File: src/rtl/dwpid_pkg.sv
`default_nettype none
package dwpid_pkg;

  // Configuration port geometry.
  localparam int unsigned CFG_IDX_W  = 3;
  localparam int unsigned CFG_DATA_W = 24;

  // Register indexes.
  localparam logic [CFG_IDX_W-1:0] REG_TARGET_SPEED = 3'd0;
  localparam logic [CFG_IDX_W-1:0] REG_BASE_DUTY    = 3'd1;
  localparam logic [CFG_IDX_W-1:0] REG_KP_LEFT      = 3'd2;
  localparam logic [CFG_IDX_W-1:0] REG_KI_LEFT      = 3'd3;
  localparam logic [CFG_IDX_W-1:0] REG_KD_LEFT      = 3'd4;
  localparam logic [CFG_IDX_W-1:0] REG_KP_RIGHT     = 3'd5;
  localparam logic [CFG_IDX_W-1:0] REG_KI_RIGHT     = 3'd6;
  localparam logic [CFG_IDX_W-1:0] REG_KD_RIGHT     = 3'd7;

  // Register reset values.
  localparam logic [14:0] TARGET_SPEED_RST = 15'd5120;
  localparam logic [15:0] BASE_DUTY_RST    = 16'd32768;
  localparam logic [23:0] KP_LEFT_RST      = 24'd1677722;
  localparam logic [23:0] KI_LEFT_RST      = 24'd167772;
  localparam logic [23:0] KD_LEFT_RST      = 24'd1678;
  localparam logic [23:0] KP_RIGHT_RST     = 24'd1090519;
  localparam logic [23:0] KI_RIGHT_RST     = 24'd167772;
  localparam logic [23:0] KD_RIGHT_RST     = 24'd1678;

  // Arithmetic constants (Q8.8 and Q0.16).
  localparam logic signed [17:0] INT_LIMIT     = 18'sd25600;
  localparam logic signed [17:0] INT_LIMIT_NEG = -18'sd25600;
  localparam logic [15:0]        DIST_THRESH   = 16'd17920;
  localparam logic [17:0]        DUTY_MIN      = 18'd39322;
  localparam logic [17:0]        DUTY_MAX      = 18'd62259;
  localparam logic [16:0]        FACTOR_ONE    = 17'd65536;
  // floor(2^32 / 70), reciprocal for the distance division.
  localparam logic [25:0]        RECIP_70      = 26'd61356675;
  localparam logic [23:0]        DIV_70        = 24'd70;

  typedef struct packed {
    logic [14:0] target_speed;
    logic [15:0] base_duty;
    logic [23:0] kp_left;
    logic [23:0] ki_left;
    logic [23:0] kd_left;
    logic [23:0] kp_rt;
    logic [23:0] ki_rt;
    logic [23:0] kd_rt;
  } cfg_t;

  // Operand selection for the shared multiplier.
  typedef enum logic [3:0] {
    MUL_FACTOR,
    MUL_KP_L,
    MUL_KI_L,
    MUL_KD_L,
    MUL_KP_R,
    MUL_KI_R,
    MUL_KD_R,
    MUL_SCALE_L,
    MUL_SCALE_R
  } mul_op_t;

  // Control-sum accumulator operations.
  typedef enum logic [2:0] {
    ACC_HOLD,
    ACC_LOAD_L,
    ACC_ADD_L,
    ACC_LOAD_R,
    ACC_ADD_R
  } acc_op_t;

  // Commands from the sequencer to the datapath.
  typedef struct packed {
    logic    capture;
    mul_op_t mul_op;
    logic    factor_ld;
    acc_op_t acc_op;
    logic    level_l_ld;
    logic    level_r_ld;
    logic    out_ld;
  } dp_cmd_t;

endpackage
`default_nettype wire

File: src/rtl/dwpid_ctrl.sv
`default_nettype none
module dwpid_ctrl (
  input  wire logic           clk,
  input  wire logic           rst,
  input  wire logic           in_valid,
  output logic                in_stall,
  input  wire logic           control_enable,
  output logic                out_valid,
  input  wire logic           out_stall,
  output dwpid_pkg::dp_cmd_t  cmd
);

  typedef enum logic [1:0] {
    ST_IDLE,
    ST_CALC,
    ST_DONE
  } state_t;

  localparam logic [3:0] LAST_STEP = 4'd10;

  state_t     state;
  logic [3:0] step;

  assign in_stall = (state != ST_IDLE);

  // Command decode: the step schedule of the shared multiplier.
  always_comb begin
    cmd            = '0;
    cmd.mul_op     = dwpid_pkg::MUL_FACTOR;
    cmd.acc_op     = dwpid_pkg::ACC_HOLD;
    cmd.capture    = in_valid && !in_stall;
    cmd.out_ld     = (state == ST_DONE) && (!out_valid || !out_stall);
    if (state == ST_CALC) begin
      case (step)
        4'd0: cmd.mul_op = dwpid_pkg::MUL_FACTOR;
        4'd1: begin
          cmd.mul_op    = dwpid_pkg::MUL_KP_L;
          cmd.factor_ld = 1'b1;
        end
        4'd2: begin
          cmd.mul_op = dwpid_pkg::MUL_KI_L;
          cmd.acc_op = dwpid_pkg::ACC_LOAD_L;
        end
        4'd3: begin
          cmd.mul_op = dwpid_pkg::MUL_KD_L;
          cmd.acc_op = dwpid_pkg::ACC_ADD_L;
        end
        4'd4: begin
          cmd.mul_op = dwpid_pkg::MUL_KP_R;
          cmd.acc_op = dwpid_pkg::ACC_ADD_L;
        end
        4'd5: begin
          cmd.mul_op = dwpid_pkg::MUL_KI_R;
          cmd.acc_op = dwpid_pkg::ACC_LOAD_R;
        end
        4'd6: begin
          cmd.mul_op = dwpid_pkg::MUL_KD_R;
          cmd.acc_op = dwpid_pkg::ACC_ADD_R;
        end
        4'd7: begin
          cmd.mul_op = dwpid_pkg::MUL_SCALE_L;
          cmd.acc_op = dwpid_pkg::ACC_ADD_R;
        end
        4'd8: begin
          // This product is discarded while the right duty sum settles.
          cmd.mul_op     = dwpid_pkg::MUL_SCALE_R;
          cmd.level_l_ld = 1'b1;
        end
        4'd9: cmd.mul_op = dwpid_pkg::MUL_SCALE_R;
        4'd10: cmd.level_r_ld = 1'b1;
        default: begin
        end
      endcase
    end
  end

  // Sequencer state, step count and output valid.
  always_ff @(posedge clk) begin
    if (rst) begin
      state     <= ST_IDLE;
      step      <= '0;
      out_valid <= 1'b0;
    end else begin
      if (cmd.out_ld) begin
        out_valid <= 1'b1;
      end else if (!out_stall) begin
        out_valid <= 1'b0;
      end
      case (state)
        ST_IDLE: begin
          if (cmd.capture) begin
            state <= control_enable ? ST_CALC : ST_DONE;
            step  <= '0;
          end
        end
        ST_CALC: begin
          if (step == LAST_STEP) begin
            state <= ST_DONE;
          end else begin
            step <= step + 4'd1;
          end
        end
        ST_DONE: begin
          if (cmd.out_ld) begin
            state <= ST_IDLE;
          end
        end
        default: state <= ST_IDLE;
      endcase
    end
  end

  // A new request is only taken with the sequencer idle.
  a_capture_idle: assert property (@(posedge clk) disable iff (rst)
    cmd.capture |-> state == ST_IDLE)
    else $error("request captured while busy");

  // The step count never runs past the end of the schedule.
  a_step_range: assert property (@(posedge clk) disable iff (rst)
    state == ST_CALC |-> step <= LAST_STEP)
    else $error("step count out of range");

  // A result only appears after the sequencer has finished.
  a_valid_from_done: assert property (@(posedge clk) disable iff (rst)
    $rose(out_valid) |-> $past(state == ST_DONE))
    else $error("result shown without a finished request");

  // Loading the output returns the sequencer to idle with a valid result.
  a_done_to_idle: assert property (@(posedge clk) disable iff (rst)
    cmd.out_ld |=> state == ST_IDLE && out_valid)
    else $error("output load did not complete");

endmodule
`default_nettype wire

File: config.mk
export PLATFORM = sky130hd
export DESIGN_NAME = dwpid_ctrl
export DESIGN_NICKNAME = d
export VERILOG_FILES = /design/src/rtl/dwpid_pkg.sv /design/src/rtl/dwpid_ctrl.sv
export SDC_FILE = /design/constraint.sdc
export NUM_CORES = 1
export LEC_CHECK = 0
export ABC_AREA = 1
export BUFFER_PORTS_ARGS = -buffer_cell sky130_fd_sc_hd__clkbuf_2
export CAP_MARGIN = 30
export CELL_PAD_IN_SITES_DETAIL_PLACEMENT = 1
export CELL_PAD_IN_SITES_GLOBAL_PLACEMENT = 2
export CORE_MARGIN = 2
export CORE_UTILIZATION = 25
export DETAILED_ROUTE_END_ITERATION = 10
export PLACE_DENSITY_LB_ADDON = 0.1
export SYNTH_ARGS = -nofsm -noshare
export SYNTH_HDL_FRONTEND = slang
export SYNTH_SLANG_ARGS = --single-unit
File: constraint.sdc
create_clock -name clk -period 2.39 [get_ports clk]
set_input_delay 0.1195 -clock clk [delete_from_list [all_inputs] [get_ports clk]]
set_output_delay 0.1195 -clock clk [all_outputs]
set_load 0.05 [all_outputs]
==> qor.txt, run 1 <==
status - complete, no violations
worst setup path class - reg2out
Synth Area in XOR/XNOR - 0
latest clock arrival within the worst-skew pair - 0.25 ns
Ys Warns - 0
first-pass GRT wire length - 2380 µm
final non-filler cell total - 137
DP Cell Count - 133
crit start category - flip-flop
Final period util - 0.705
final critical-path required period - 1.69 ns
die area - 0.00259 mm²
Int Power - 222 µW
post-CTS setup buffers - 0
clk buf depth - 2
final setup vio count - 0
post-synthesis mux area share - 0
Syn Inst Count - 88
Worst EP arrival - 1.57 ns
Adder-Cell Fraction of Synth Area - 0.0911
Seq cells post-synth - 7
Worst Tran Pin Value - 0.276 ns
Mapped Nets - 97
syn avg cell area - 6.24 µm²
Gate power share - 0.337
post-CTS sizing - 0
num rows - 16
Compound-Gate Fraction of Synth Area - 0.162
Reg power frac - 0.370
crit end category - output port
clock transition at the registers of the reported paths - 0.05 ns
root buf cell - clkbuf_4
post-cts hold buffer count - 0
Final Skew - 0.00185 ns
vias per std cell - 4.23
largest net degree at the start of global routing - 10
WL/cell - 9.84 µm
grt ovf - 0
peak fanout along the critical path - 5
share of cells above drive strength 1 - 0.309
clock share of power - 0.292
Max VDD drop - 0.000294 V
switching power - 142 µW
Die Y - 50.9 µm
Worst EP required - 2.27 ns
switch share - 0.390
RSZ-0062 raised after global routing - no
top-level port count - 19
Initial Util - 0.272
initial antenna violation count - 0
synth unique cells - 21
# H-tree levels - 1
Hold Path Class - in2reg
final WL - 1350 µm
ANT cells - 0
detailed placer's ending HPWL - 1140 µm
width of the die - 50.9 µm
area grow syn2layout - 27.3%
sequential standard cell area - 140 µm²
layout filler cell count - 287
Pleak - 0.000350 µW
Fmax - 593 MHz
max-cap viol count - 0
Post-Synth Simple-Gate Area - 0.362
Slew Viols, Final - 0
initial drt markers - 12
register area share after synthesis - 0.255
multi-input logic area - 338 µm²
Synth Cell Area - 549 µm²
CTS Buf Count - 3
Hold Vio Cnt, Final - 0
setup TNS - 0 ns
TritonCTS clock tree - yes
Sink Count - 7
DRC errors left - 0
Nets - 120
DR pass1 iterations - 4
vias in the first global route - 535
via count - 579
slew margin rel. - 0.817
All-Layer GR Usage - 0.120
pwr/cell area - 521 mW/mm²
remaining antenna violation count - 0
core area - 0.00202 mm²
largest family of logic cells by synthesized area - simple AND/OR/NAND/NOR gates
Final GP Congestion - 0.758
IO buf count - 18
==> final cells by class <==
type,instances,share of cell area
Tap cell,27,0.0483
Clock buffer,4,0.0376
Sequential cell,7,0.200
Multi-Input combinational cell,62,0.483
Timing Repair Buffer,18,0.129
Inverter,19,0.102
==> worst max-delay path: stages (launching register included) <==
cell and delay (ns):
dfxtp_1 0.40, inv_1 0.10, ha_1 0.24, o21ai_0 0.22, a31oi_1 0.11, clkbuf_2 0.25
==> state kept, by name (all words and copies together), names as in the netlist <==
name	flops
state	2
step	4
out_valid	1
==> cells by family (layout without fill, tap and decap cells) <==
family / count (synthesis) / after routing
compound gates: 15 / 15
fa+ha+maj: 4 / 4
buf+inv: 19 / 41
flops: 7 / 7
simple gates: 43 / 43
==> per-stage QoR <==
step	cell area, µm²	worst slack [ns]	hold WS (ns)	total power, µW	utilization
6_report	699	0.704	0.0613	364	0.346
5_1_grt	699	0.558	0.0565	399	0.346
4_1_cts	699	0.680	0.0566	374	0.346
2_1_floorplan	549	0.150	0.189	232	-
3_5_place_dp	673	0.968	0.327	262	0.333
3_3_place_gp	673	0.994	0.327	261	0.333
==> layer usage <==
metal | track usage | vias up | part of all wire
met2 | 0.171 | 11 | 0.41
met5 | 0 | - | 0
li1 | - | 318 | -
met1 | 0.171 | 248 | 0.54
met3 | 0.0439 | 2 | 0.040
met4 | 0.0270 | 0 | 0.0082
==> Yosys cell counts <==
| library cell | n | area (µm²) |
|---|---|---|
| a211oi_2 | 1 | 12.5 |
| a21oi_1 | 6 | 30.0 |
| a21oi_2 | 1 | 8.76 |
| a31oi_1 | 1 | 6.26 |
| dfxtp_1 | 7 | 140 |
| ha_1 | 4 | 50.1 |
| inv_1 | 15 | 56.3 |
| inv_2 | 4 | 15.0 |
| nand2_1 | 17 | 63.8 |
| nand2_2 | 2 | 12.5 |
| nand2_4 | 1 | 11.3 |
| nand3_1 | 2 | 10.0 |
| nand3_2 | 1 | 10.0 |
| nor2_1 | 15 | 56.3 |
| nor2_2 | 2 | 12.5 |
| nor2_4 | 1 | 11.3 |
| nor3_1 | 1 | 5.00 |
| nor4_1 | 1 | 6.26 |
| o21ai_0 | 3 | 15.0 |
| o21ai_1 | 2 | 10.0 |
| o22ai_1 | 1 | 6.26 |
==> worst paths after layout <==
kind / from / end / cells after the start / slack (ns)
setup / recovery: step[0] / cmd[8] / 5 / 0.70
hold / removal: rst / state[0] / 2 / 0.06
setup reg to reg: step[0] / step[2] / 8 / 1.08
hold reg to reg: out_valid / out_valid / 2 / 0.50
==> placed cells by master (no fill, tap or decap), types with 2 or more instances in the layout <==
cell,netlist,final
nor2_1,15,15
ha_1,4,4
nand3_1,2,2
inv_2,4,4
dfxtp_1,7,7
o21ai_1,2,2
o21ai_0,3,3
inv_1,15,15
nor2_2,2,2
clkbuf_2,0,18
nand2_2,2,2
clkbuf_4,0,3
a21oi_1,6,6
nand2_1,17,17
==> power groups by stage <==
stage / logic, µW / registers [µW] / clock network (µW)
after floorplan: 92.7 / 139 / 0
after global placement: 124 / 137 / 0
after detailed placement: 124 / 138 / 0
after CTS: 125 / 135 / 115
after global routing: 139 / 136 / 124
final: 123 / 135 / 107
Power figures use the tool's default switching activity.
==> run 2, diff against run 1 <==
- CORE_UTILIZATION: 25 -> 23
- clock period: 2.39 -> 1.7 ns (I/O delays scaled with it)
==> qor.txt, run 2 (synthesis results as in run 1) <==
top-level port count - 19
slack of the critical path - 0.122 ns
ANT cells - 0
clk buf depth - 2
crit-path leading delay family - buffers and inverters
CTS Buf Count - 3
layout filler cell count - 311
sequential standard cell area - 144 µm²
final setup vio count - 0
DR pass1 iterations - 1
Hold Vio Cnt, Final - 0
Final Skew - 0.00354 ns
DP Cell Count - 135
Worst path slowest cell - dfxtp_2
design area - 734 µm²
CP cell instances - inv_1 > ha_1 > nand3_2 > nor2_1 > clkbuf_2
largest registers - step (4), state (2), out_valid (1)
die area - 0.00280 mm²
final critical-path required period - 1.58 ns
status - complete, no violations
Place WS - 0.152 ns
crit start category - flip-flop
Nets - 121
area grow syn2layout - 33.7%
crit end category - output port
latest clock arrival within the worst-skew pair - 0.25 ns
Fmax - 634 MHz
vias per std cell - 4.17
initial antenna violation count - 0
Final GP Congestion - 0.666
initial drt markers - 0
post-CTS setup buffers - 0
TritonCTS clock tree - yes
final WL - 1450 µm
largest net degree at the start of global routing - 10
WP buf/inv - 2
Max VDD drop - 0.000388 V
max reg flops - 4
commonest non-fill, non-tap cell in the layout - nand2_1
core area - 0.00223 mm²
setup TNS - 0 ns
share of cells above drive strength 1 - 0.378
via count - 580
max-cap viol count - 0
DRC errors left - 0
slew margin rel. - 0.812
Top reg by flops - step
Worst EP arrival - 1.49 ns
detailed placer's ending HPWL - 1260 µm
first-pass GRT wire length - 2690 µm
Worst EP required - 1.62 ns
IO buf count - 18
Slew Viols, Final - 0
Slowest Stage Delay on Critical Path - 0.34 ns
WL/cell - 10.4 µm
post-cts hold buffer count - 0
clock transition at the registers of the reported paths - 0.06 ns
Sink Count - 7
Hold Path Class - in2reg
num rows - 17
final non-filler cell total - 139
worst setup path class - reg2out
post-CTS sizing - 3
pwr/cell area - 712 mW/mm²
most frequent cells in the layout - nand2_1 (17), nor2_1 (15), clkbuf_2 (15)
# H-tree levels - 1
area post-placement - 693 µm²
peak fanout along the critical path - 5
vias in the first global route - 620
Initial Util - 0.246
Die Y - 52.9 µm
remaining antenna violation count - 0
width of the die - 52.9 µm
All-Layer GR Usage - 0.129
RSZ-0062 raised after global routing - no
multi-input logic area - 353 µm²
Pleak - 0.000358 µW
Final period util - 0.929
Worst Tran Pin Value - 0.284 ns
grt ovf - 0
root buf cell - clkbuf_4
==> run 2: path summary, 6_finish.rpt <==
kind / start / end / slack [ns] / cells past startpoint
worst max-delay path: step[0] / cmd[1] / 0.12 / 5
worst max register to register: step[0] / step[3] / 0.36 / 7
worst min register to register: out_valid / out_valid / 0.49 / 2
worst min-delay path: rst / state[0] / 0.03 / 2
==> run 2: cell type report <==
type,instances,area share
Clock buffer,4,0.0358
Tap cell,28,0.0477
Timing Repair Buffer,19,0.143
Sequential cell,7,0.196
Inverter,19,0.0971
Multi-Input combinational cell,62,0.480
==> run 2: per-layer routing <==
layer  global-route usage  part of all wire  vias to the layer above
li1                     -                 -                      317
met1                0.176              0.52                      251
met4               0.0385                 0                        0
met5                    0                 0                        -
met2                0.206              0.45                       12
met3               0.0198             0.035                        0
==> run 2: per-stage QoR <==
stage                     total power, µW  utilization  hold WS (ns)
final                                 523        0.329        0.0335
after detailed placement              376        0.310         0.296
after floorplan                       328            -         0.154
after global placement                374        0.310         0.295
after global routing                  570        0.329        0.0400
after CTS                             533        0.324        0.0285
==> run 2: power breakdown <==
| group | internal (µW) | switching, µW |
|---|---|---|
| clock | 89.5 | 60.5 |
| combinational | 51.3 | 130 |
| sequential | 177 | 14.5 |
| total | 318 | 205 |
==> run 3, diff against run 2 <==
- CORE_ASPECT_RATIO: default -> 0.9
==> qor.txt, run 3 (synthesis results as in run 1) <==
Place WS - 0.200 ns
design area - 722 µm²
num rows - 16
reg-to-reg endpoint - step[2]
Initial Util - 0.247
area grow syn2layout - 31.4%
Hold Vio Cnt, Final - 0
status - complete, no violations
max-cap viol count - 0
final critical-path required period - 1.59 ns
setup TNS - 0 ns
max reg flops - 4
root buf cell - clkbuf_4
RSZ-0062 raised after global routing - no
IO buf count - 18
largest net degree at the start of global routing - 10
layout filler cell count - 309
crit start category - flip-flop
commonest non-fill, non-tap cell in the layout - nand2_1
die area - 0.00280 mm²
Pleak - 0.000352 µW
initial antenna violation count - 0
post-CTS sizing - 2
Worst R2R Setup Slack - 0.40 ns
CTS Buf Count - 3
clk buf depth - 2
CP cell instances - inv_1 > ha_1 > nand2_1 > a31oi_1 > buf_2
All-Layer GR Usage - 0.110
remaining antenna violation count - 0
post-cts hold buffer count - 0
Nets - 120
slew margin rel. - 0.814
Worst Tran Pin Value - 0.279 ns
peak fanout along the critical path - 5
slack of the critical path - 0.112 ns
Setup crit start - step[0]
Sink Count - 7
most frequent cells in the layout - nand2_1 (17), nor2_1 (15), clkbuf_2 (14)
crit end category - output port
via count - 596
worst setup path class - reg2out
DR pass1 iterations - 3
Worst path slowest cell - dfxtp_2
Top reg by flops - step
Slowest Stage Delay on Critical Path - 0.34 ns
Worst EP required - 1.62 ns
first-pass GRT wire length - 2390 µm
DRC errors left - 0
pwr/cell area - 735 mW/mm²
Final period util - 0.934
WHS Endpoint - state[0]
Final GP Congestion - 0.714
initial drt markers - 3
grt ovf - 0
Fmax - 630 MHz
hold path start - rst
final WL - 1460 µm
Die Y - 50.4 µm
TritonCTS clock tree - yes
ANT cells - 0
Max VDD drop - 0.000361 V
worst r2r src - step[0]
area post-placement - 684 µm²
width of the die - 55.5 µm
hold depth - 2
# H-tree levels - 1
vias per std cell - 4.35
core area - 0.00222 mm²
Hold Path Class - in2reg
top-level port count - 19
latest clock arrival within the worst-skew pair - 0.25 ns
vias in the first global route - 527
Final Skew - 0.00181 ns
largest registers - step (4), state (2), out_valid (1)
clock transition at the registers of the reported paths - 0.06 ns
post-CTS setup buffers - 0
Worst EP arrival - 1.50 ns
share of cells above drive strength 1 - 0.373
Slew Viols, Final - 0
final core occ - 0.325
WL/cell - 10.7 µm
r2r worst-path depth - 7
final setup vio count - 0
detailed placer's ending HPWL - 1250 µm
-- run 3: changes by cell type in the layout (fill, tap and decap cells not counted) --
cell and change:
buf_4 -2, buf_2 +1, clkbuf_2 -1, clkbuf_4 +1, inv_1 -1, inv_2 +1, o21ai_1 +1, o21ai_2 -1
-- run 3: per-stage QoR --
step / hold WS, ns / power [µW] / std cells
floorplan: 0.154 / 328 / 88
global placement: 0.291 / 371 / 133
detailed placement: 0.290 / 373 / 133
CTS: 0.0187 / 537 / 137
global route: 0.0233 / 575 / 137
finish: 0.0204 / 530 / 137
-- run 3: worst max-delay path: cells and delay by family, from the launching register on --
| kind | cells | cell delay, ns |
|---|---|---|
| flops | 1 | 0.34 |
| simple gates | 1 | 0.11 |
| buf+inv | 2 | 0.39 |
| compound gates | 1 | 0.17 |
| fa+ha+maj | 1 | 0.23 |
-- run 3: worst max path at each step --
stage	slack, ns	cells after the start	end
2_1_floorplan	0.06	3	cmd[8]
3_3_place_gp	0.21	5	cmd[8]
3_5_place_dp	0.20	5	cmd[8]
4_1_cts	0.006	7	cmd[4]
5_1_grt	0.007	5	cmd[8]
6_report	0.11	5	cmd[8]
-- run 3: report_power, final --
part           total, µW  switching [µW]  internal, µW
Clock                161            70.4          90.2
Combinational        179             130          48.8
Sequential           191            13.7           177
Total                530             215           316
-- run 3: layout make-up --
class	instances	area [µm²]	area share
multi-input cells	62	349	0.484
flip-flops and latches	7	144	0.199
repair buffers	18	97.6	0.135
inverters	19	71.3	0.0988
well taps	27	33.8	0.0468
clock buffers	4	26.3	0.0364
-- run 3: routing by layer --
layer | part of all wire | track usage | vias to the layer above
met3 | 0.028 | 0.0335 | 2
met5 | 0 | 0 | -
li1 | - | - | 316
met1 | 0.51 | 0.151 | 271
met2 | 0.45 | 0.165 | 7
met4 | 0.0089 | 0.0366 | 0
