## src/rtl/dwpid_pkg.sv

```systemverilog
`default_nettype none
package dwpid_pkg;

  // Configuration port geometry.
  localparam int unsigned CFG_IDX_W  = 3;
  localparam int unsigned CFG_DATA_W = 24;

  // Register indexes.
  localparam logic [CFG_IDX_W-1:0] REG_TARGET_SPEED = 3'd0;
  localparam logic [CFG_IDX_W-1:0] REG_BASE_DUTY    = 3'd1;
  localparam logic [CFG_IDX_W-1:0] REG_KP_LEFT      = 3'd2;
  localparam logic [CFG_IDX_W-1:0] REG_KI_LEFT      = 3'd3;
  localparam logic [CFG_IDX_W-1:0] REG_KD_LEFT      = 3'd4;
  localparam logic [CFG_IDX_W-1:0] REG_KP_RIGHT     = 3'd5;
  localparam logic [CFG_IDX_W-1:0] REG_KI_RIGHT     = 3'd6;
  localparam logic [CFG_IDX_W-1:0] REG_KD_RIGHT     = 3'd7;

  // Register reset values.
  localparam logic [14:0] TARGET_SPEED_RST = 15'd5120;
  localparam logic [15:0] BASE_DUTY_RST    = 16'd32768;
  localparam logic [23:0] KP_LEFT_RST      = 24'd1677722;
  localparam logic [23:0] KI_LEFT_RST      = 24'd167772;
  localparam logic [23:0] KD_LEFT_RST      = 24'd1678;
  localparam logic [23:0] KP_RIGHT_RST     = 24'd1090519;
  localparam logic [23:0] KI_RIGHT_RST     = 24'd167772;
  localparam logic [23:0] KD_RIGHT_RST     = 24'd1678;

  // Arithmetic constants (Q8.8 and Q0.16).
  localparam logic signed [17:0] INT_LIMIT     = 18'sd25600;
  localparam logic signed [17:0] INT_LIMIT_NEG = -18'sd25600;
  localparam logic [15:0]        DIST_THRESH   = 16'd17920;
  localparam logic [17:0]        DUTY_MIN      = 18'd39322;
  localparam logic [17:0]        DUTY_MAX      = 18'd62259;
  localparam logic [16:0]        FACTOR_ONE    = 17'd65536;
  // floor(2^32 / 70), reciprocal for the distance division.
  localparam logic [25:0]        RECIP_70      = 26'd61356675;
  localparam logic [23:0]        DIV_70        = 24'd70;

  typedef struct packed {
    logic [14:0] target_speed;
    logic [15:0] base_duty;
    logic [23:0] kp_left;
    logic [23:0] ki_left;
    logic [23:0] kd_left;
    logic [23:0] kp_rt;
    logic [23:0] ki_rt;
    logic [23:0] kd_rt;
  } cfg_t;

  // Operand selection for the shared multiplier.
  typedef enum logic [3:0] {
    MUL_FACTOR,
    MUL_KP_L,
    MUL_KI_L,
    MUL_KD_L,
    MUL_KP_R,
    MUL_KI_R,
    MUL_KD_R,
    MUL_SCALE_L,
    MUL_SCALE_R
  } mul_op_t;

  // Control-sum accumulator operations.
  typedef enum logic [2:0] {
    ACC_HOLD,
    ACC_LOAD_L,
    ACC_ADD_L,
    ACC_LOAD_R,
    ACC_ADD_R
  } acc_op_t;

  // Commands from the sequencer to the datapath.
  typedef struct packed {
    logic    capture;
    mul_op_t mul_op;
    logic    factor_ld;
    acc_op_t acc_op;
    logic    level_l_ld;
    logic    level_r_ld;
    logic    out_ld;
  } dp_cmd_t;

endpackage
`default_nettype wire

```

## src/rtl/dwpid_cfg.sv

```systemverilog
`default_nettype none
module dwpid_cfg (
  input  wire logic                                clk,
  input  wire logic                                rst,
  input  wire logic                                cfg_valid,
  output logic                                     cfg_ready,
  input  wire logic [dwpid_pkg::CFG_IDX_W-1:0]     cfg_index,
  input  wire logic [dwpid_pkg::CFG_DATA_W-1:0]    cfg_data,
  output dwpid_pkg::cfg_t                          cfg
);

  // Writes must be issued while the block is idle (not enforced); ready is tied high.
  assign cfg_ready = 1'b1;

  // Register file with reset values; data is masked to each field width.
  always_ff @(posedge clk) begin
    if (rst) begin
      cfg.target_speed <= dwpid_pkg::TARGET_SPEED_RST;
      cfg.base_duty    <= dwpid_pkg::BASE_DUTY_RST;
      cfg.kp_left      <= dwpid_pkg::KP_LEFT_RST;
      cfg.ki_left      <= dwpid_pkg::KI_LEFT_RST;
      cfg.kd_left      <= dwpid_pkg::KD_LEFT_RST;
      cfg.kp_rt        <= dwpid_pkg::KP_RIGHT_RST;
      cfg.ki_rt        <= dwpid_pkg::KI_RIGHT_RST;
      cfg.kd_rt        <= dwpid_pkg::KD_RIGHT_RST;
    end else if (cfg_valid && cfg_ready) begin
      case (cfg_index)
        dwpid_pkg::REG_TARGET_SPEED: cfg.target_speed <= cfg_data[14:0];
        dwpid_pkg::REG_BASE_DUTY:    cfg.base_duty    <= cfg_data[15:0];
        dwpid_pkg::REG_KP_LEFT:      cfg.kp_left      <= cfg_data;
        dwpid_pkg::REG_KI_LEFT:      cfg.ki_left      <= cfg_data;
        dwpid_pkg::REG_KD_LEFT:      cfg.kd_left      <= cfg_data;
        dwpid_pkg::REG_KP_RIGHT:     cfg.kp_rt        <= cfg_data;
        dwpid_pkg::REG_KI_RIGHT:     cfg.ki_rt        <= cfg_data;
        dwpid_pkg::REG_KD_RIGHT:     cfg.kd_rt        <= cfg_data;
        default: begin
        end
      endcase
    end
  end

endmodule
`default_nettype wire

```

## config.mk

```make
export PLATFORM = sky130hd
export DESIGN_NAME = dwpid_cfg
export DESIGN_NICKNAME = d
export VERILOG_FILES = /design/src/rtl/dwpid_pkg.sv /design/src/rtl/dwpid_cfg.sv
export SDC_FILE = /design/constraint.sdc
export NUM_CORES = 1
export LEC_CHECK = 0
export ABC_AREA = 0
export BUFFER_PORTS_ARGS = -buffer_cell sky130_fd_sc_hd__buf_2
export CORE_MARGIN = 2
export CORE_UTILIZATION = 40
export CTS_BUF_LIST = sky130_fd_sc_hd__clkbuf_8
export DETAILED_ROUTE_END_ITERATION = 10
export SLEW_MARGIN = 20
export SYNTH_ARGS = -nofsm -noshare
export SYNTH_HDL_FRONTEND = slang
export SYNTH_SLANG_ARGS = --single-unit
```

## constraint.sdc

```tcl
create_clock -name clk -period 1.6 [get_ports clk]
set_clock_uncertainty 0.05 [all_clocks]
set_input_delay 0.32 -clock clk [delete_from_list [all_inputs] [get_ports clk]]
set_output_delay 0.32 -clock clk [all_outputs]
set_load 0.005 [all_outputs]
```

==> results.md, run 1 <==
* Mean post-synth cell area at around 11 µm²
* Max FFs per register at 175
* Crit share post-route at roughly 83%
* Core region area at ~17000 µm²
* Highest achievable clock rate at ~750 MHz
* Nature of the critical path endpoint: primary output
* Most common cell after layout, fill and taps aside: sky130_fd_sc_hd__buf_2
* Final setup TNS at 0 ns
* Clock tree from TritonCTS: yes
* Count of input and output buffers at 204
* Ratio of cells with drive above 1 in the final layout at between 30% and 40%
* Final setup viols at 0
* Largest net degree at the start of global routing at 36
* Number of H-tree levels at 4
* Max IR drop VDD at slightly below 0.0005 V
* Number of cell rows at 47
* First-pass GRT wire length at roughly 28000 µm
* Total I/O pin count at around 200
* Largest driver fanout on the critical path at 2
* Aggregate global-route resource usage at ~20%
* Number of slew-limit violations in the final report at 0
* Die width at approximately 130 µm
* Average wire per cell in the routed design at ~17 µm
* DRC violations left at 0
* Startpoint type of the worst setup path: flop
* Max incr delay on CP at 0.38 ns
* Minimum period implied by the final worst setup slack at approximately 1.3 ns
* Diodes inserted at 0
* Static leakage power at ~4.4 nW
* Outcome: complete, no violations
* Largest registers ranked by flip-flop count: cfg x175
* Netlist area before placement at ~7000 µm²
* Synth-to-layout area growth at 26.4%
* Cell with the largest stage delay on the worst path: sky130_fd_sc_hd__dfxtp_1
* Total Wirelength at about 19000 µm
* Number of buffers inserted by hold repair at cts at 0
* Total net switching power at between 1.5 and 2 mW
* Share of the core filled with cells at 51.8%
* WP data arrival at around 0.96 ns
* Number of antenna violations at the first check in global routing at 1
* Combinational power share at approximately 8.1%
* Gp weighted congestion at slightly above 0.8
* Longest Clk Path Bufs at 2
* Post-CTS resize count at 0
* Number of instances in the synthesized netlist at 631
* RSZ-0062 raised after global routing: no
* Initial standard-cell utilization of the core at 41.0%
* Largest Register: cfg
* Post-CTS setup-driven buffer insertion count at 0
* Number of sinks handled by clock tree synthesis at 175
* Clock insertion delay at the later pin of the skew report at approximately 0.44 ns
* Height of the chip at approximately 130 µm
* Number of distinct library cell variants in the gate-level netlist after synthesis at 17
* Sequence of cells on the critical path: buf_2
* Hold Crit Class: input pin to flop
* Portion of the post-synthesis area used by sequential elements at roughly half
* Top Family by Delay on Critical Path: flip-flops
* Type of the worst setup path: flop to primary output
* Fraction of power spent switching nets at a little under a quarter
* Total Die Area at ~18000 µm²
* Number of nets in the layout at about 870
* Post-place instance area at slightly above 8000 µm²
* Clock-pin slew on the worst setup and hold paths at ~0.08 ns
* Final hold violation count at 0
* Cell internal power dissipation at 6.26 mW
* Via count normalized by instance count at approximately 4.8
* Clk Tree Root Cell: sky130_fd_sc_hd__clkbuf_8
* Post-Syn Nets at 661
* Vias in the first global route at about 5.1k
* Number of buffers added by the clock tree synthesis step at 17
* Pwr per Cell Area at around 950 nW/µm²
* Clock power frac at between 30% and 40%
* First-iteration detailed-routing DRC count at 190
* Gr ovfl total at 0
* Total iterations of the first detailed-routing run at 4
* Detailed Place HPWL at between 10000 and 15000 µm
* Required time worst endpoint at 1.23 ns
* DRT antenna net count at 0
* Total of warnings raised by yosys at 0
* Commonest cells after routing, fill and taps aside: 203 x sky130_fd_sc_hd__buf_2, 175 x sky130_fd_sc_hd__mux2i_1, 175 x sky130_fd_sc_hd__dfxtp_1
* Total via count in the routed design at a little over 5k
* Max_cap viols at 0
* Sequential group share of total power at between 50% and 60%
* Area of all placed cells without fillers at around 8600 µm²
* Worst path buffer plus inverter count at 1
* Number of synthesized register bits at 175
-- cells by family after synthesis --
group | after synthesis | synth area share, %
flip-flops | 175 | 51.3
multiplexers | 175 | 25.7
other | 1 | 0.0549
AND/OR/NAND/NOR | 229 | 19.0
buffers and inverters | 51 | 3.96
-- power groups by stage --
| stage | Sequential (mW) | Combinational, mW | Clock [mW] |
|---|---|---|---|
| 6_report | 4.50 | 0.668 | 3.04 |
| 5_1_grt | 4.51 | 0.723 | 3.30 |
| 4_1_cts | 4.50 | 0.676 | 3.14 |
| 3_5_place_dp | 4.60 | 0.673 | 0 |
| 3_3_place_gp | 4.60 | 0.660 | 0 |
| 2_1_floorplan | 4.61 | 0.362 | 0 |
-- per-layer routing --
layer  GRT usage (%)  wire [µm]  share of wire, %
met5               0          7             0.038
met4            7.31        370               2.0
met3            6.64       1160               6.2
met2            32.1       8680                47
met1            25.8       8400                45
-- area by class of cell --
class | count | area, µm²
flip-flops and latches | 175 | 3500
fillers | 1547 | 8010
well taps | 220 | 275
repair buffers | 239 | 1400
clock buffers | 20 | 275
multi-input cells | 405 | 3060
clock inverters | 11 | 118
-- stage by stage --
step	setup WS, ns	power, mW	hold slack [ns]	instances
after floorplan	0.179	4.97	0.415	631
after CTS	0.246	8.31	0.0891	1070
after detailed placement	0.0638	5.28	0.411	1039
final	0.275	8.21	0.121	1070
after global routing	0.219	8.54	0.0947	1070
after global placement	0.0736	5.26	0.407	1039
-- final timing paths --
check                                             end  depth (start not counted)  slack, ns             startpoint
worst max-delay path                          cfg[39]                          1       0.27   cfg[39]$_SDFFE_PP1P_
worst max register to register   cfg[39]$_SDFFE_PP1P_                          2       0.90   cfg[39]$_SDFFE_PP1P_
worst min register to register  cfg[133]$_SDFFE_PP0P_                          2       0.42  cfg[133]$_SDFFE_PP0P_
worst min-delay path            cfg[172]$_SDFFE_PP1P_                          3       0.12           cfg_data[12]
-- Yosys cell counts --
master	n	area, µm²
sky130_fd_sc_hd__buf_4	7	52.6
sky130_fd_sc_hd__dfxtp_1	175	3500
sky130_fd_sc_hd__conb_1	1	3.75
sky130_fd_sc_hd__nand4b_1	3	26.3
sky130_fd_sc_hd__or4b_1	1	10.0
sky130_fd_sc_hd__buf_6	1	11.3
sky130_fd_sc_hd__nor2_1	75	282
sky130_fd_sc_hd__buf_2	23	115
sky130_fd_sc_hd__mux2i_1	175	1750
sky130_fd_sc_hd__clkbuf_1	18	67.6
sky130_fd_sc_hd__nand4_2	1	12.5
sky130_fd_sc_hd__buf_1	1	3.75
sky130_fd_sc_hd__nand2b_1	142	888
sky130_fd_sc_hd__and4bb_1	2	25.0
sky130_fd_sc_hd__buf_12	1	20.0
sky130_fd_sc_hd__and4b_1	2	20.0
sky130_fd_sc_hd__nand4bb_1	3	33.8
Power figures use the tool's default switching activity.
==> run 2, diff against run 1 <==
- PLACE_DENSITY: default -> 0.67
- clock period: 1.6 -> 1.2 ns (I/O delays scaled with it)
==> run 2 against run 1 <==
The run now ends with negative setup slack left. Global-route usage is 0.78 points higher. Via count up 2.2%. Die area did not move.
==> results.md, run 2 (synthesized netlist as in run 1, its figures left out) <==
* Outcome: finished, violations left
* Violated checks: negative setup slack
* Sequence of cells on the critical path: buf_2
* Gr ovfl total at 0
* Final setup viols at 20
* Largest Register: cfg
* Top Family by Delay on Critical Path: flip-flops
* Clock-pin slew on the worst setup and hold paths at about 0.09 ns
* Max incr delay on CP at around 0.35 ns
* Type of the worst setup path: flop to primary output
* Area of all placed cells without fillers at between 9000 and 10000 µm²
* Number of H-tree levels at 4
* Pwr per Cell Area at around 1200 nW/µm²
* Startpoint type of the worst setup path: flop
* Cell with the largest stage delay on the worst path: sky130_fd_sc_hd__dfxtp_2
* WP data arrival at between 0.9 and 1 ns
* Core region area at between 15000 and 20000 µm²
* Final hold violation count at 0
* Clock tree from TritonCTS: yes
* Total via count in the routed design at about 5.2k
* Initial standard-cell utilization of the core at approximately two fifths
* Number of slew-limit violations in the final report at 0
* Synth-to-layout area growth at 41.4%
* Static leakage power at about 4.8 nW
* Hold Crit Class: input pin to flop
* Total iterations of the first detailed-routing run at 5
* Combinational power share at a little under a tenth
* First-iteration detailed-routing DRC count at 259
* Longest Clk Path Bufs at 2
* Number of antenna violations at the first check in global routing at 1
* Height of the chip at ~130 µm
* Commonest cells after routing, fill and taps aside: 175 x sky130_fd_sc_hd__mux2i_1, 175 x sky130_fd_sc_hd__dfxtp_2, 142 x sky130_fd_sc_hd__nand2b_1
* Fraction of power spent switching nets at 24.6%
* Fill cell total of the finished layout at 1435
* Max IR drop VDD at 0.000842 V
* Nature of the critical path endpoint: primary output
* Number of sinks handled by clock tree synthesis at roughly 180
* Number of nets in the layout at 897
* Vias in the first global route at 5121
* Total net switching power at around 2.8 mW
* Largest driver fanout on the critical path at 2
* Total Die Area at roughly 18000 µm²
* Worst path buffer plus inverter count at 1
* Share of the core filled with cells at around 58%
* Smallest setup slack after layout at -0.0109 ns
* Clock power frac at a little under two fifths
* Average wire per cell in the routed design at between 15 and 20 µm
* Total I/O pin count at 206
* Area occupied by multi-input gates at ~3100 µm²
* Final setup TNS at -0.0720 ns
* Die width at 135 µm
* Count of input and output buffers at around 200
* Via count normalized by instance count at 4.73
* Ratio of cells with drive above 1 in the final layout at a little over half
* Total Wirelength at 19100 µm
* Aggregate global-route resource usage at 21.0%
* Highest achievable clock rate at 826 MHz
* Largest net degree at the start of global routing at 44
* Required time worst endpoint at just over 0.9 ns
* Max FFs per register at approximately 180
* Largest registers ranked by flip-flop count: cfg x175
* Gp weighted congestion at roughly 0.77
* Cell internal power dissipation at about 8.5 mW
* Clock insertion delay at the later pin of the skew report at 0.45 ns
* Detailed Place HPWL at approximately 13000 µm
* First-pass GRT wire length at between 20000 and 30000 µm
* Clk Tree Root Cell: sky130_fd_sc_hd__clkbuf_8
* Max_cap viols at 0
* DRC violations left at 0
* Post-place instance area at 8320 µm²
* Minimum period implied by the final worst setup slack at around 1.2 ns
* Number of buffers added by the clock tree synthesis step at 17
* Crit share post-route at 101%
* Register area at roughly 3700 µm²
* Sequential group share of total power at between 50% and 60%
* RSZ-0062 raised after global routing: yes
* Number of cell rows at 47
* DRT antenna net count at 0
-- run 2: cell types whose count changed in the layout (fill, tap and decap cells not counted), moves of 2 or more --
cell / previous run / this run
sky130_fd_sc_hd__inv_1: 3 / 1
sky130_fd_sc_hd__dfxtp_1: 175 / 0
sky130_fd_sc_hd__buf_2: 203 / 116
sky130_fd_sc_hd__buf_6: 0 / 87
sky130_fd_sc_hd__buf_4: 27 / 53
sky130_fd_sc_hd__dlygate4sd3_1: 0 / 2
sky130_fd_sc_hd__dfxtp_2: 0 / 175
-- run 2: power by group through the flow --
stage	registers (mW)	clock network, mW	logic [mW]
5_1_grt	6.05	4.58	1.10
2_1_floorplan	6.14	0	0.492
4_1_cts	6.03	4.34	0.996
6_report	6.03	4.24	1.02
3_5_place_dp	6.13	0	0.931
3_3_place_gp	6.13	0	0.928
-- run 2: final timing paths --
path	slack (ns)	cells after the start	startpoint	end
min reg2reg	0.42	2	cfg[16]$_SDFFE_PP0P_	cfg[16]$_SDFFE_PP0P_
max reg2reg	0.38	3	cfg[7]$_SDFFE_PP1P_	cfg[7]$_SDFFE_PP1P_
min	0.03	3	cfg_data[0]	cfg[48]$_SDFFE_PP1P_
max	-0.01	1	cfg[103]$_SDFFE_PP0P_	cfg[103]
-- run 2: stage by stage --
stage	setup slack, ns	power, mW	instances	hold slack [ns]
floorplan	-0.125	6.63	631	0.357
detailed placement	-0.218	7.06	1048	0.412
finish	-0.0109	11.3	1101	0.0295
global placement	-0.214	7.06	1048	0.403
global route	-0.0657	11.7	1101	0.00493
CTS	-0.0390	11.4	1089	0.00637
-- run 2: per-layer routing --
| layer | part of all wire [%] | wire (µm) | track usage (%) | up-vias |
|---|---|---|---|---|
| li1 | - | - | - | 2549 |
| met1 | 44 | 8490 | 28.0 | 2482 |
| met2 | 46 | 8780 | 32.5 | 149 |
| met3 | 7.5 | 1440 | 6.34 | 25 |
| met4 | 2.0 | 379 | 7.37 | 0 |
| met5 | 0 | 0 | 0 | - |
-- run 2: what timing repair did --
action,4_1_cts,5_1_grt
resized for setup,233,29
setup buffers,7,11
endpoints found under the setup margin,175,175
hold buffers,2,0
endpoints found under the hold margin,3,0
-- run 2: area by class of cell --
class                   count  area share (%)
clock buffers              20            2.85
flip-flops and latches    175            38.6
clock inverters            12            1.40
well taps                 220            2.85
repair buffers            268            22.6
diodes                      1          0.0259
multi-input cells         405            31.7
==> run 3, diff against run 2 <==
- CORE_MARGIN: 2 -> default
- PLACE_DENSITY: 0.67 -> default
- clock period: 1.2 -> 1.5 ns (I/O delays scaled with it)
==> run 3 against run 2 <==
Hold slack improved by 0.054 ns. Power fell by 22%. Core utilization is 6.2 points lower. Critical path depth unchanged. Cell area down 11%. The flow now finishes without violations. Setup slack better by 0.20 ns. Via count fell by 1.9%. Global-route usage grew 0.11 points. Sequential share of layout area up 2.1 points. First-iteration DRC count fell by 31%. Sequential cell count unchanged. Clock power decreased by 23%.
==> results.md, run 3 (synthesized netlist as in run 1, its figures left out) <==
* Sequence of cells on the critical path: buf_2
* Nature of the critical path endpoint: primary output
* RSZ-0062 raised after global routing: no
* Hold Crit Class: input pin to flop
* Final setup viols at 0
* Total net switching power at approximately 2.1 mW
* Gp weighted congestion at around 0.83
* Count of input and output buffers at 204
* Outcome: complete, no violations
* Commonest cells after routing, fill and taps aside: 203 x sky130_fd_sc_hd__buf_2, 175 x sky130_fd_sc_hd__mux2i_1, 175 x sky130_fd_sc_hd__dfxtp_1
* First-pass GRT wire length at between 20000 and 30000 µm
* Number of antenna violations at the first check in global routing at 1
* Initial standard-cell utilization of the core at approximately two fifths
* Longest Clk Path Bufs at 2
* Area of all placed cells without fillers at between 8000 and 9000 µm²
* Clock insertion delay at the later pin of the skew report at approximately 0.45 ns
* Diodes inserted at 0
* Fill cell total of the finished layout at 1566
* DRC violations left at 0
* Average wire per cell in the routed design at around 17 µm
* Clock power frac at a little under two fifths
* Required time worst endpoint at between 1 and 1.5 ns
* Max incr delay on CP at around 0.37 ns
* Die width at 133 µm
* Post-place instance area at a little over 8000 µm²
* Minimum period implied by the final worst setup slack at between 1 and 1.5 ns
* Met1 routing resource usage after global routing at a little over a quarter
* Ratio of cells with drive above 1 in the final layout at between 30% and 40%
* Largest net degree at the start of global routing at between 60 and 70
* Largest driver fanout on the critical path at 2
* Top Family by Delay on Critical Path: flip-flops
* Number of H-tree levels at 4
* Gr ovfl total at 0
* Clock-pin slew on the worst setup and hold paths at around 0.090 ns
* Final setup TNS at 0 ns
* Global routing usage on met3 at 6.25%
* Sequential group share of total power at about 55%
* Pre-CTS setup slack at -0.000565 ns
* Total Wirelength at 18200 µm
* Total Die Area at 17600 µm²
* Final hold violation count at 0
* Post-CTS resize count at 0
* Detailed Place HPWL at approximately 13000 µm
* Combinational power share at around 8.0%
* Via count normalized by instance count at ~4.8
* Number of buffers inserted by hold repair at cts at 0
* Max FFs per register at 175
* Total I/O pin count at between 200 and 250
* Highest achievable clock rate at approximately 760 MHz
* Layer with the highest usage: met2
* WHS at roughly 0.084 ns
* Total via count in the routed design at 5105
* Crit share post-route at 87.4%
* Type of the worst setup path: flop to primary output
* WP data arrival at 0.96 ns
* Height of the chip at 133 µm
* Number of slew-limit violations in the final report at 0
* Most common cell after layout, fill and taps aside: sky130_fd_sc_hd__buf_2
* First-iteration detailed-routing DRC count at between 150 and 200
* Largest Register: cfg
* Aggregate global-route resource usage at 21.1%
* Clk Tree Root Cell: sky130_fd_sc_hd__clkbuf_8
* Core region area at around 17000 µm²
* Cell with the largest stage delay on the worst path: sky130_fd_sc_hd__dfxtp_1
* Post-CTS setup-driven buffer insertion count at 0
* Number of sinks handled by clock tree synthesis at 175
* Pwr per Cell Area at between 1000 and 1500 nW/µm²
* Startpoint type of the worst setup path: flop
* Largest registers ranked by flip-flop count: cfg x175
* Max_cap viols at 0
* Static leakage power at approximately 4.4 nW
* Smallest setup slack after layout at 0.189 ns
* Met2 Resource Use GR at 33.9%
* Number of cell rows at 47
* Vias in the first global route at around 5k
* Final Power at 8.76 mW
* Synth-to-layout area growth at 26.2%
* Cell internal power dissipation at between 6 and 7 mW
* Max IR drop VDD at ~0.00055 V
* Number of nets in the layout at roughly 860
* Number of buffers added by the clock tree synthesis step at 17
* DRT antenna net count at 0
* Total iterations of the first detailed-routing run at 4
* Worst path buffer plus inverter count at 1
* Fraction of power spent switching nets at between 20% and 30%
* Clock tree from TritonCTS: yes
[run 3: cell types whose count changed in the layout (fill, tap and decap cells not counted), moves of 2 or more]
cell | previous run | this run
sky130_fd_sc_hd__clkbuf_8 | 20 | 17
sky130_fd_sc_hd__buf_6 | 87 | 0
sky130_fd_sc_hd__dfxtp_1 | 0 | 175
sky130_fd_sc_hd__buf_2 | 116 | 203
sky130_fd_sc_hd__inv_1 | 1 | 3
sky130_fd_sc_hd__buf_4 | 53 | 18
sky130_fd_sc_hd__clkinv_2 | 1 | 4
sky130_fd_sc_hd__dlygate4sd3_1 | 2 | 0
sky130_fd_sc_hd__inv_6 | 2 | 0
sky130_fd_sc_hd__buf_12 | 10 | 12
sky130_fd_sc_hd__dfxtp_2 | 175 | 0
[run 3: per-layer routing]
| layer | part of all wire [%] | routed length (µm) |
|---|---|---|
| met1 | 46 | 8330 |
| met2 | 47 | 8510 |
| met3 | 5.8 | 1050 |
| met4 | 1.9 | 340 |
| met5 | 0.060 | 11 |
[run 3: path summary, 6_finish.rpt]
check / to / startpoint / cells after the start / slack, ns
worst max-delay path: cfg[151] / cfg[151]$_SDFFE_PP0P_ / 1 / 0.19
worst min-delay path: cfg[139]$_SDFFE_PP1P_ / cfg_data[19] / 3 / 0.08
worst max register to register: cfg[54]$_SDFFE_PP1P_ / cfg[54]$_SDFFE_PP1P_ / 2 / 0.81
worst min register to register: cfg[133]$_SDFFE_PP0P_ / cfg[133]$_SDFFE_PP0P_ / 2 / 0.42
[run 3: area by class of cell]
class / count / area [µm²] / area share, %
repair buffers: 233 / 1390 / 16.1
well taps: 220 / 275 / 3.19
clock inverters: 14 / 154 / 1.79
multi-input cells: 405 / 3060 / 35.5
flip-flops and latches: 175 / 3500 / 40.7
clock buffers: 17 / 234 / 2.72
[run 3: per-stage QoR]
stage / cells / utilization [%]
floorplan: 631 / -
global placement: 1033 / 49.4
detailed placement: 1033 / 49.4
CTS: 1064 / 51.8
global route: 1064 / 51.8
finish: 1064 / 51.8
[run 3: worst reg2reg max path: cells and delay by family, from the launching register on]
family / cells / cell delay [ns]
flip-flops: 1 / 0.33
AND/OR/NAND/NOR: 1 / 0.12
multiplexers: 1 / 0.09
[run 3: power groups by stage]
| stage | registers (mW) | clock network [mW] | logic (mW) |
|---|---|---|---|
| after floorplan | 4.91 | 0 | 0.386 |
| after global placement | 4.91 | 0 | 0.702 |
| after detailed placement | 4.91 | 0 | 0.715 |
| after CTS | 4.80 | 3.35 | 0.718 |
| after global routing | 4.81 | 3.55 | 0.764 |
| final | 4.80 | 3.25 | 0.705 |
